## config.mk

```make
export PLATFORM = sky130hd
export DESIGN_NAME = http_request_head_field_locator
export DESIGN_NICKNAME = d
export VERILOG_FILES = /design/src/hw/rtl/hrfl_pkg.sv /design/src/hw/rtl/http_request_head_field_locator.sv /design/src/hw/rtl/hrfl_parser.sv /design/src/hw/rtl/hrfl_result_queue.sv
export SDC_FILE = /design/constraint.sdc
export NUM_CORES = 1
export LEC_CHECK = 0
export BUFFER_PORTS_ARGS = -buffer_cell sky130_fd_sc_hd__buf_2
export CAP_MARGIN = 20
export CORE_MARGIN = 3
export CORE_UTILIZATION = 51
export CTS_CLUSTER_DIAMETER = 40
export DETAILED_ROUTE_END_ITERATION = 10
export GPL_TIMING_DRIVEN = 0
export PLACE_DENSITY_LB_ADDON = 0.1
export SETUP_SLACK_MARGIN = 0.2
export SLEW_MARGIN = 20
export SYNTH_ARGS = -nofsm -noshare
export SYNTH_HDL_FRONTEND = slang
export SYNTH_HIERARCHICAL = 1
export SYNTH_SLANG_ARGS = --single-unit
```

## constraint.sdc

```tcl
create_clock -name clk -period 7.2 [get_ports clk]
set_input_delay 0.36 -clock clk [delete_from_list [all_inputs] [get_ports clk]]
set_output_delay 0.36 -clock clk [all_outputs]
set_load 0.005 [all_outputs]
```

## src/hw/rtl/hrfl_pkg.sv

```systemverilog
// ============================================================================
// HTTP request head field locator: shared types and constants
// Result layout, field codes and the byte constants used by the scanner.
// ============================================================================
package hrfl_pkg;

    // Field codes carried by every result.
    typedef enum logic [2:0] {
        KIND_METHOD  = 3'd0,
        KIND_URL     = 3'd1,
        KIND_VERSION = 3'd2,
        KIND_HOST    = 3'd3,
        KIND_ERROR   = 3'd4
    } field_kind_t;

    // One located field.
    typedef struct packed {
        field_kind_t kind;
        logic [11:0] offset;
        logic [12:0] length;
        logic        closes_head;
    } result_t;

    // A result together with its write strobe into the result queue.
    typedef struct packed {
        logic    valid;
        result_t data;
    } result_slot_t;

    // Delimiter and keyword bytes.
    localparam logic [7:0] CHAR_SPACE = 8'h20;
    localparam logic [7:0] CHAR_CR    = 8'h0D;
    localparam logic [7:0] CHAR_LF    = 8'h0A;
    localparam logic [7:0] CHAR_H     = 8'h48;

    // The keyword is four bytes long; the host value starts six bytes after its 'H'.
    localparam int HOST_WORD_LEN     = 4;
    localparam int HOST_VALUE_OFFSET = 6;
    // Bytes skipped between the final keyword byte and the host value.
    localparam int HOST_SKIP_BYTES   = HOST_VALUE_OFFSET - HOST_WORD_LEN;

    // Result queue geometry.
    localparam int QUEUE_DEPTH = 4;
    localparam int QPTR_W      = $clog2(QUEUE_DEPTH);
    localparam int QCNT_W      = $clog2(QUEUE_DEPTH + 1);

    // Byte of the keyword "Host" at a given match index.
    function automatic logic [7:0] host_char(input logic [1:0] idx);
        logic [7:0] c;
        case (idx)
            2'd0:    c = 8'h48;
            2'd1:    c = 8'h6F;
            2'd2:    c = 8'h73;
            2'd3:    c = 8'h74;
            default: c = 8'h48;
        endcase
        return c;
    endfunction

endpackage

```

## src/hw/rtl/http_request_head_field_locator.sv

```systemverilog
// ============================================================================
// HTTP request head field locator
// Scans an HTTP request head byte by byte and reports its field positions.
// ============================================================================
// Usage:
//   Input channel (in_valid/in_ready): one byte of the head per transaction,
//   with end_of_data set on its final byte.
//   Output channel (out_valid/out_ready): one located field per transaction:
//   method, URL, version and host value, each with offset and length, or an
//   error when the data ends early or the head exceeds MAX_HEAD_BYTES.
//   final_result marks the host or error result that completes a head.
//   Throughput is one byte per cycle while in_ready is high. A result is
//   queued as the byte that closed its field is taken and presented once
//   earlier results have left; a byte yields at most two results. Results
//   wait in a four-entry queue, and in_ready falls while fewer than two
//   entries are free, so a stalled receiver holds input back with nothing lost.
//   After the final result the remaining bytes of the head are dropped until
//   end_of_data, and the scanner then rearms for the next head.
//   Reset empties the queue and returns the scanner to the start of a head.
// ============================================================================
module http_request_head_field_locator
    import hrfl_pkg::*;
#(
    parameter int MAX_HEAD_BYTES = 4096
) (
    input  logic        clk,
    input  logic        rst_n,
    input  logic        in_valid,
    output logic        in_ready,
    input  logic [7:0]  byte_value,
    input  logic        end_of_data,
    output logic        out_valid,
    input  logic        out_ready,
    output logic [2:0]  field_kind,
    output logic [11:0] field_offset,
    output logic [12:0] field_length,
    output logic        final_result
);

    result_slot_t res0;
    result_slot_t res1;
    result_t      head;
    logic         has_room;
    logic         take;

    assign in_ready = has_room;
    assign take     = in_valid && has_room;

    hrfl_parser #(
        .MAX_HEAD_BYTES (MAX_HEAD_BYTES)
    ) u_parser (
        .clk         (clk),
        .rst_n       (rst_n),
        .take        (take),
        .byte_value  (byte_value),
        .end_of_data (end_of_data),
        .res0        (res0),
        .res1        (res1)
    );

    hrfl_result_queue u_queue (
        .clk       (clk),
        .rst_n     (rst_n),
        .res0      (res0),
        .res1      (res1),
        .has_room  (has_room),
        .out_valid (out_valid),
        .out_ready (out_ready),
        .head      (head)
    );

    // Result fields to the output ports.
    assign field_kind   = head.kind;
    assign field_offset = head.offset;
    assign field_length = head.length;
    assign final_result = head.closes_head;

endmodule

```

## src/hw/rtl/hrfl_parser.sv

```systemverilog
// ============================================================================
// HTTP request head field locator: byte scanner
// Holds the parse state and turns each accepted byte into up to two results.
// ============================================================================
module hrfl_parser
    import hrfl_pkg::*;
#(
    parameter int MAX_HEAD_BYTES = 4096
) (
    input  logic         clk,
    input  logic         rst_n,
    input  logic         take,
    input  logic [7:0]   byte_value,
    input  logic         end_of_data,
    output result_slot_t res0,
    output result_slot_t res1
);

    localparam int PW = $clog2(MAX_HEAD_BYTES + 1);
    localparam logic [PW-1:0] MAX_POS = PW'(MAX_HEAD_BYTES);

    typedef enum logic [2:0] {
        PH_METHOD  = 3'd0,
        PH_URL     = 3'd1,
        PH_VERSION = 3'd2,
        PH_SEARCH  = 3'd3,
        PH_SKIP    = 3'd4,
        PH_HOST    = 3'd5,
        PH_DRAIN   = 3'd6
    } phase_t;

    phase_t        phase_reg, phase_next;
    logic [PW-1:0] pos_reg, pos_next;
    logic [12:0]   fs_reg, fs_next;
    logic [2:0]    km_reg, km_next;
    logic [1:0]    skip_reg, skip_next;
    logic          cr_reg, cr_next;

    logic [PW+12:0] pos_wide;
    logic [12:0]    p13;
    logic [1:0]     skip_dec;
    logic           lf_close;
    logic           fin;
    logic           first_valid;
    logic           err_valid;
    result_t        first;
    result_t        err;

    // Position reduced to the 13 bits that offsets and lengths are taken from.
    assign pos_wide = {13'd0, pos_reg};
    assign p13      = pos_wide[12:0];
    assign lf_close = (byte_value == CHAR_LF) && cr_reg;
    assign skip_dec = (skip_reg != 2'd0) ? skip_reg - 2'd1 : skip_reg;

    // Next state and results for the byte at the input.
    always_comb
    begin
        phase_next  = phase_reg;
        pos_next    = pos_reg;
        fs_next     = fs_reg;
        km_next     = km_reg;
        skip_next   = skip_reg;
        cr_next     = cr_reg;
        fin         = 1'b0;
        first_valid = 1'b0;
        err_valid   = 1'b0;
        first       = '0;
        err         = '{kind: KIND_ERROR, offset: 12'd0, length: 13'd0, closes_head: 1'b1};

        if (phase_reg != PH_DRAIN)
        begin
            if (pos_reg >= MAX_POS)
            begin
                // Head too long: the byte is not parsed.
                first_valid = 1'b1;
                first       = err;
                fin         = 1'b1;
            end
            else
            begin
                case (phase_reg)
                    PH_METHOD, PH_URL:
                    begin
                        if (byte_value == CHAR_SPACE)
                        begin
                            first_valid        = 1'b1;
                            first.kind         = (phase_reg == PH_METHOD) ? KIND_METHOD : KIND_URL;
                            first.offset       = fs_reg[11:0];
                            first.length       = p13 - fs_reg;
                            first.closes_head  = 1'b0;
                            fs_next            = p13 + 13'd1;
                            cr_next            = 1'b0;
                            phase_next         = (phase_reg == PH_METHOD) ? PH_URL : PH_VERSION;
                        end
                    end
                    PH_VERSION:
                    begin
                        cr_next = (byte_value == CHAR_CR);
                        if (lf_close)
                        begin
                            first_valid       = 1'b1;
                            first.kind        = KIND_VERSION;
                            first.offset      = fs_reg[11:0];
                            first.length      = p13 - 13'd1 - fs_reg;
                            first.closes_head = 1'b0;
                            km_next           = 3'd0;
                            phase_next        = PH_SEARCH;
                        end
                    end
                    PH_SEARCH:
                    begin
                        if ((km_reg < 3'(HOST_WORD_LEN)) && (byte_value == host_char(km_reg[1:0])))
                        begin
                            km_next = km_reg + 3'd1;
                            if (km_reg == 3'(HOST_WORD_LEN - 1))
                            begin
                                fs_next    = p13 + 13'(HOST_SKIP_BYTES + 1);
                                skip_next  = 2'(HOST_SKIP_BYTES);
                                phase_next = PH_SKIP;
                            end
                        end
                        else
                        begin
                            km_next = (byte_value == CHAR_H) ? 3'd1 : 3'd0;
                        end
                    end
                    PH_SKIP:
                    begin
                        skip_next = skip_dec;
                        if (skip_dec == 2'd0)
                        begin
                            cr_next    = 1'b0;
                            phase_next = PH_HOST;
                        end
                    end
                    PH_HOST:
                    begin
                        cr_next = (byte_value == CHAR_CR);
                        if (lf_close)
                        begin
                            first_valid       = 1'b1;
                            first.kind        = KIND_HOST;
                            first.offset      = fs_reg[11:0];
                            first.length      = p13 - 13'd1 - fs_reg;
                            first.closes_head = 1'b1;
                            fin               = 1'b1;
                        end
                    end
                    default:
                    begin
                    end
                endcase
                pos_next = pos_reg + PW'(1);
            end

            // Data ended before the head was complete.
            err_valid = !fin && end_of_data;
            if (!end_of_data && fin)
            begin
                phase_next = PH_DRAIN;
            end
        end

        // The final byte of a head rearms the scanner in every phase.
        if (end_of_data)
        begin
            phase_next = PH_METHOD;
            pos_next   = '0;
            fs_next    = '0;
            km_next    = '0;
            skip_next  = '0;
            cr_next    = 1'b0;
        end
    end

    // Pack the results so that the first used slot is always slot zero.
    always_comb
    begin
        res0.valid = take && (first_valid || err_valid);
        res0.data  = first_valid ? first : err;
        res1.valid = take && first_valid && err_valid;
        res1.data  = err;
    end

    // Parse state.
    always_ff @(posedge clk or negedge rst_n)
    begin
        if (!rst_n)
        begin
            phase_reg <= PH_METHOD;
            pos_reg   <= '0;
            fs_reg    <= '0;
            km_reg    <= '0;
            skip_reg  <= '0;
            cr_reg    <= 1'b0;
        end
        else if (take)
        begin
            phase_reg <= phase_next;
            pos_reg   <= pos_next;
            fs_reg    <= fs_next;
            km_reg    <= km_next;
            skip_reg  <= skip_next;
            cr_reg    <= cr_next;
        end
    end

    // The position never runs past the size limit.
    assert property (@(posedge clk) disable iff (!rst_n) pos_reg <= MAX_POS)
        else $error("byte position beyond head size limit");

    // The skip phase always has bytes left to skip.
    assert property (@(posedge clk) disable iff (!rst_n)
        (phase_reg == PH_SKIP) |-> (skip_reg != 2'd0))
        else $error("skip phase entered with nothing to skip");

    // A complete keyword match always leaves the search phase.
    assert property (@(posedge clk) disable iff (!rst_n)
        (phase_reg == PH_SEARCH) |-> (km_reg < 3'(HOST_WORD_LEN)))
        else $error("keyword match count overran in search phase");

    // A second result in one step is only ever an early-end error.
    assert property (@(posedge clk) disable iff (!rst_n)
        res1.valid |-> (res0.valid && end_of_data && (res1.data.kind == KIND_ERROR)))
        else $error("second result without early end of data");

endmodule

```

## src/hw/rtl/hrfl_result_queue.sv

```systemverilog
// ============================================================================
// HTTP request head field locator: result queue
// Small register queue that takes up to two results a cycle and issues one.
// ============================================================================
module hrfl_result_queue
    import hrfl_pkg::*;
(
    input  logic         clk,
    input  logic         rst_n,
    input  result_slot_t res0,
    input  result_slot_t res1,
    output logic         has_room,
    output logic         out_valid,
    input  logic         out_ready,
    output result_t      head
);

    result_t             mem_reg [QUEUE_DEPTH];
    logic [QPTR_W-1:0]   wr_ptr_reg, wr_ptr_next;
    logic [QPTR_W-1:0]   rd_ptr_reg, rd_ptr_next;
    logic [QCNT_W-1:0]   count_reg, count_next;
    logic [QPTR_W-1:0]   wr_ptr_plus1;
    logic [1:0]          n_push;
    logic                pop;

    // Room for two results is needed before a byte may be taken.
    assign has_room  = count_reg <= QCNT_W'(QUEUE_DEPTH - 2);
    assign out_valid = count_reg != '0;
    assign head      = mem_reg[rd_ptr_reg];
    assign pop       = out_valid && out_ready;

    // Pointer and occupancy update.
    always_comb
    begin
        n_push       = {1'b0, res0.valid} + {1'b0, res1.valid};
        wr_ptr_plus1 = wr_ptr_reg + QPTR_W'(1);
        wr_ptr_next  = wr_ptr_reg + QPTR_W'(n_push);
        rd_ptr_next  = rd_ptr_reg + QPTR_W'(pop);
        count_next   = count_reg + QCNT_W'(n_push) - QCNT_W'(pop);
    end

    always_ff @(posedge clk or negedge rst_n)
    begin
        if (!rst_n)
        begin
            wr_ptr_reg <= '0;
            rd_ptr_reg <= '0;
            count_reg  <= '0;
        end
        else
        begin
            wr_ptr_reg <= wr_ptr_next;
            rd_ptr_reg <= rd_ptr_next;
            count_reg  <= count_next;
        end
    end

    // Result storage.
    always_ff @(posedge clk)
    begin
        if (res0.valid)
        begin
            mem_reg[wr_ptr_reg] <= res0.data;
        end
        if (res1.valid)
        begin
            mem_reg[wr_ptr_plus1] <= res1.data;
        end
    end

    // Occupancy never exceeds the storage.
    assert property (@(posedge clk) disable iff (!rst_n) count_reg <= QCNT_W'(QUEUE_DEPTH))
        else $error("result queue overflow");

    // Results are only written when there was room for them.
    assert property (@(posedge clk) disable iff (!rst_n)
        (res0.valid || res1.valid) |-> has_room)
        else $error("result written into a full queue");

    // The second slot is never used alone.
    assert property (@(posedge clk) disable iff (!rst_n) res1.valid |-> res0.valid)
        else $error("second result slot used without the first");

endmodule

```

Word level (Yosys, flattened, before mapping):

Memories as Yosys holds them, arrays and structs flattened.
Cells that the tools add are included.
W data, S select, Z words.

* register bits after elaboration: 42
* memory bits (writable): 116
* input port bits: 13
* output and inout bits: 31
* logic and storage cells: 150
* memories: 1

* add/subtract/negate cells: 13
* $lt $le $gt $ge: 3
* eq/ne operators: 27
* mux-type cells: 66
* reductions and logical operators: 31

Memory list
* u_queue.mem_reg: depth 4, width 29, rd ports 1, clocked after Yosys merged registers in 0, write ports 2, line hrfl_result_queue.sv:18 `result_t mem_reg [QUEUE_DEPTH];`

Operators with widths (number)
* $mux W13: 9
* $mux W29: 4
* $pmux W29 S3: 1
* $mux W28: 2
* $mux W3: 14
* $pmux W8 S4: 1
* $pmux W13 S2: 1
* $sub A13 B13 Y13: 2
* $mux W8: 3
* $ne A4 B2 Y1 const B: 5
* $mux W1: 19
* $eq A8 B4 Y1 const B: 2
* $ne A3 B2 Y1 const B: 5
* $mux W2: 7
* $add A13 B1 Y13 const B: 1
* $add A13 B2 Y13 const B: 1
* $ge A13 B13 Y1 const B: 1
* $sub A13 B1 Y13 const B: 1
* $pmux W3 S4: 1
* $reduce_and A6 Y1: 2
* $reduce_bool A3 Y1: 4
* $eq A3 B2 Y1 const B: 3
* $logic_and A1 B1 Y1: 9
* $reduce_and A9 Y1: 1
* other kinds (34): 41

Longest topological paths before layout:

* depth in word-level cells: 14
* mapped depth: 17
* mapped depth without buffers: 14

Cells and area by module:

Netlist, hierarchy kept.

By module, submodules not included
* hrfl_result_queue: times used 1, cells each 319, area each 5995.8 sq um, sequential area each 3658.5 sq um
* hrfl_parser: times used 1, cells each 531, area each 3852.4 sq um, sequential area each 875.8 sq um
* http_request_head_field_locator: times used 1, cells each 1, area each 6.3 sq um, sequential area each 0.0 sq um

Least setup slack after synthesis:

Ideal clock, no wire load.

* kind: reg-to-reg
* from: register u_parser.phase_reg[2]
* to: memory u_queue/mem_reg[2][0] (netlist bit) (enable)
* library setup time: 0.455 ns
* arrival time: 3.720 ns
* required time: 6.745 ns
* slack: 3.024 ns
* stages on the path, launching flop included: 11
* buffers on the path: 3
* period minus slack after synthesis: 4.176 ns
* cells stage by stage: dfrtp_1 -> buf_2 -> clkbuf_1 -> nor2_1 -> nand4_1 -> clkbuf_1 -> nand2_1 -> o22ai_1 -> a21oi_1 -> nand2b_1 -> o21ai_0

RTL lines
* from (decl): line hrfl_parser.sv:32 `phase_t phase_reg, phase_next;`
* from (signal assigned): line hrfl_parser.sv:199 `phase_reg <= phase_next;`
* to (decl): line hrfl_result_queue.sv:18

==> metrics.txt <==
crit-path cells=buf_2, buf_2, a31oi_1, nand2_1, nor3_1, ha_1, inv_1, ha_1, inv_1, ha_1, inv_1, fa_1, xor2_1, xnor2_1; via count=6969; peak supply drop=0.223 mV; design area=0.0113 mm^2; GPL Wtd Cong=0.897; total gr overflow=0; Cell Rows=50; Metal-1 WL=10500 um; Synth Area in Adders=3.91%; die footprint=0.0210 mm^2; Synth Area in Compound Gates=11.4%; Fin Setup TNS=0 ns; core area=0.0188 mm^2; post-synthesis mux area share=20.4%; pre-CTS setup slack=2.80 ns; GR Util All Layers=22.8%; final hold vios=0; largest net degree at the start of global routing=43; top post-synthesis cells by area=edfxtp_1 35%, mux2_2 13%, dfrtp_1 11%; filler instances=1554; Initial Utilization=52.3%; Synth async-reset ratio=26.6%; post-layout minimum cycle time=4.18 ns; cts repair resizes=0; WS Path Type=flop to flop; Fmax=0.239 GHz; Most used DFF post-synth=edfxtp_1; area share of the largest cell type after synthesis=35.3%; Post-Route WL=23400 um; first-iteration detailed-routing DRC count=520; first-pass GRT wire length=37900 um; Crit path buffers/inverters=5; synth-to-layout area growth=14.5%; met2 WL post-DR=11300 um; Post-DP HPWL=16500 um; # setup viols final=0; antenna viol nets, final=0; register area=0.00453 mm^2; Slew Limit Fails=0; clk sink count=158; CP Launch Type=flop; register bit total from synthesis=158; Worst R2R Path Depth=14; Power, Total=3.24 mW; CP endpoint kind=flop; cell count along the critical path=14; Die H=145 um; hold buffer count at CTS=0; Worst-path clk slew=0.06 ns; Worst slew margin=33.6%; clock tree buffer depth=2; RSZ-0062 raised after global routing=no; synth cell count leaders=117 x mux2_2, 116 x edfxtp_1, 65 x o21ai_0; period utilisation layout=58.1%; Critical Path RT=7.55 ns; DIE WIDTH=145 um; main combinational cell family by area after synthesis=multiplexers; Synth area leader=edfxtp_1; Synth cell types=71; # Post-CTS Setup Buffers=0; Max-Cap Viols=0; most frequent cell after synthesis=mux2_2; worst-path fanout max=10; Cell Count, Final, Fillers Out=1217; clk_skew=0.0102 ns; Post-Synth XOR/XNOR Area=1.78%; max layer used=met4; I/O pin cnt=44; slowest cell on the critical path=a31oi_1; ratio of cells with drive above 1 in the final layout=30.7%; Ant. Diodes=0; Root Driver=clkbuf_16; class of the worst hold path=primary input to async pin; post-synthesis sequential area ratio=46.0%; Simple-Gate Fraction of Synth Area=9.79%; later-pin clock latency in the skew report=0.43 ns; synthesized cell area=0.00985 mm^2; DRC Markers=0; Avg Inst Size Synth=11.6 um^2; initial antenna violation count=0; number of vias per cell=5.73; PwrDens=287 mW/mm^2; Slew @ Worst Pin=0.997 ns; vias in the first global route=6902; LEAKAGE=4.50 nW; Num CTS Buffers=17; WP data arrival=4.53 ns; area of the multi-input gates=0.00481 mm^2; Cells after Synth=851; Post-synth EDFFs=116; TritonCTS clock tree=built; 1st-pass router iterations=7; dpl cell area=0.0106 mm^2; # port buffers=43; setup ws final=3.02 ns; max reg flops=116; status=finished clean; H-tree Lvls=4; top cell family by delay on the critical path=adder cells; CP max stage delay=0.76 ns; final net count=986; met3 WL=1210 um; Yosys warnings=6; Inst Count DP=1185; wire per inst=19.2 um
-- cell type report --
cell class / count / share of cell area [%]
multi-input cells: 597 / 42.6
flip-flops and latches: 158 / 40.2
plain buffers: 81 / 4.37
clock buffers: 17 / 3.77
well taps: 260 / 2.88
repair buffers: 47 / 2.82
clock inverters: 15 / 1.93
inverters: 42 / 1.40
-- power breakdown --
| part | internal, mW | switching (mW) | leakage, nW |
|---|---|---|---|
| clock network | 0.592 | 0.391 | 0.306 |
| logic | 0.491 | 0.649 | 2.53 |
| registers | 1.07 | 0.0494 | 1.66 |
-- final timing paths --
path / from / to / slack [ns]
worst min register to register: u_queue/count_reg[2] / u_queue/count_reg[2] / 0.49
worst max-delay path: u_parser/phase_reg[1] / u_queue/count_reg[2] / 3.02
min in group clk: byte_value[5] / u_parser/cr_reg / 0.34
max in group asynchronous: rst_n / u_parser/fs_reg[2] / 6.47
worst max register to register: u_parser/phase_reg[1] / u_queue/count_reg[2] / 3.02
worst min-delay path: rst_n / u_parser/km_reg[0] / 0.09
-- cells by family after synthesis --
logic type,count (synthesis)
fa+ha+maj,29
flops,158
buf+inv,123
xor+xnor,20
other cells,2
compound gates,184
mux,150
simple gates,185
-- layer usage --
metal	GRT usage (%)	vias up
met1	32.3	3406
met5	0	-
met3	2.94	24
met4	6.70	0
li1	-	3337
met2	37.3	202
-- through the flow --
step / hold slack (ns) / util [%]
3_3_place_gp: 0.480 / 55.7
2_1_floorplan: 0.0644 / -
6_report: 0.0920 / 59.9
3_5_place_dp: 0.481 / 56.5
5_1_grt: 0.153 / 59.9
4_1_cts: 0.118 / 59.9
-- layout by cell type, fill, tap and decap left out, drive strengths merged, types with 29 or more instances in the layout --
master	n
nor2	54
edfxtp	116
o21ai	67
conb	29
mux2	117
inv	50
clkbuf	42
buf	103
mux4	29
a21oi	45
nand2	41
dfrtp	42
-- worst register-to-register path, stage by stage (launching register included) --
cell and delay, ns:
dfrtp_1 0.35, buf_2 0.17, buf_2 0.19, a31oi_1 0.76, nand2_1 0.26, nor3_1 0.70, ha_1 0.39, inv_1 0.07
ha_1 0.22, inv_1 0.06, ha_1 0.13, inv_1 0.05, fa_1 0.42, xor2_1 0.19, xnor2_1 0.14
(Power assumes the default switching activity.)
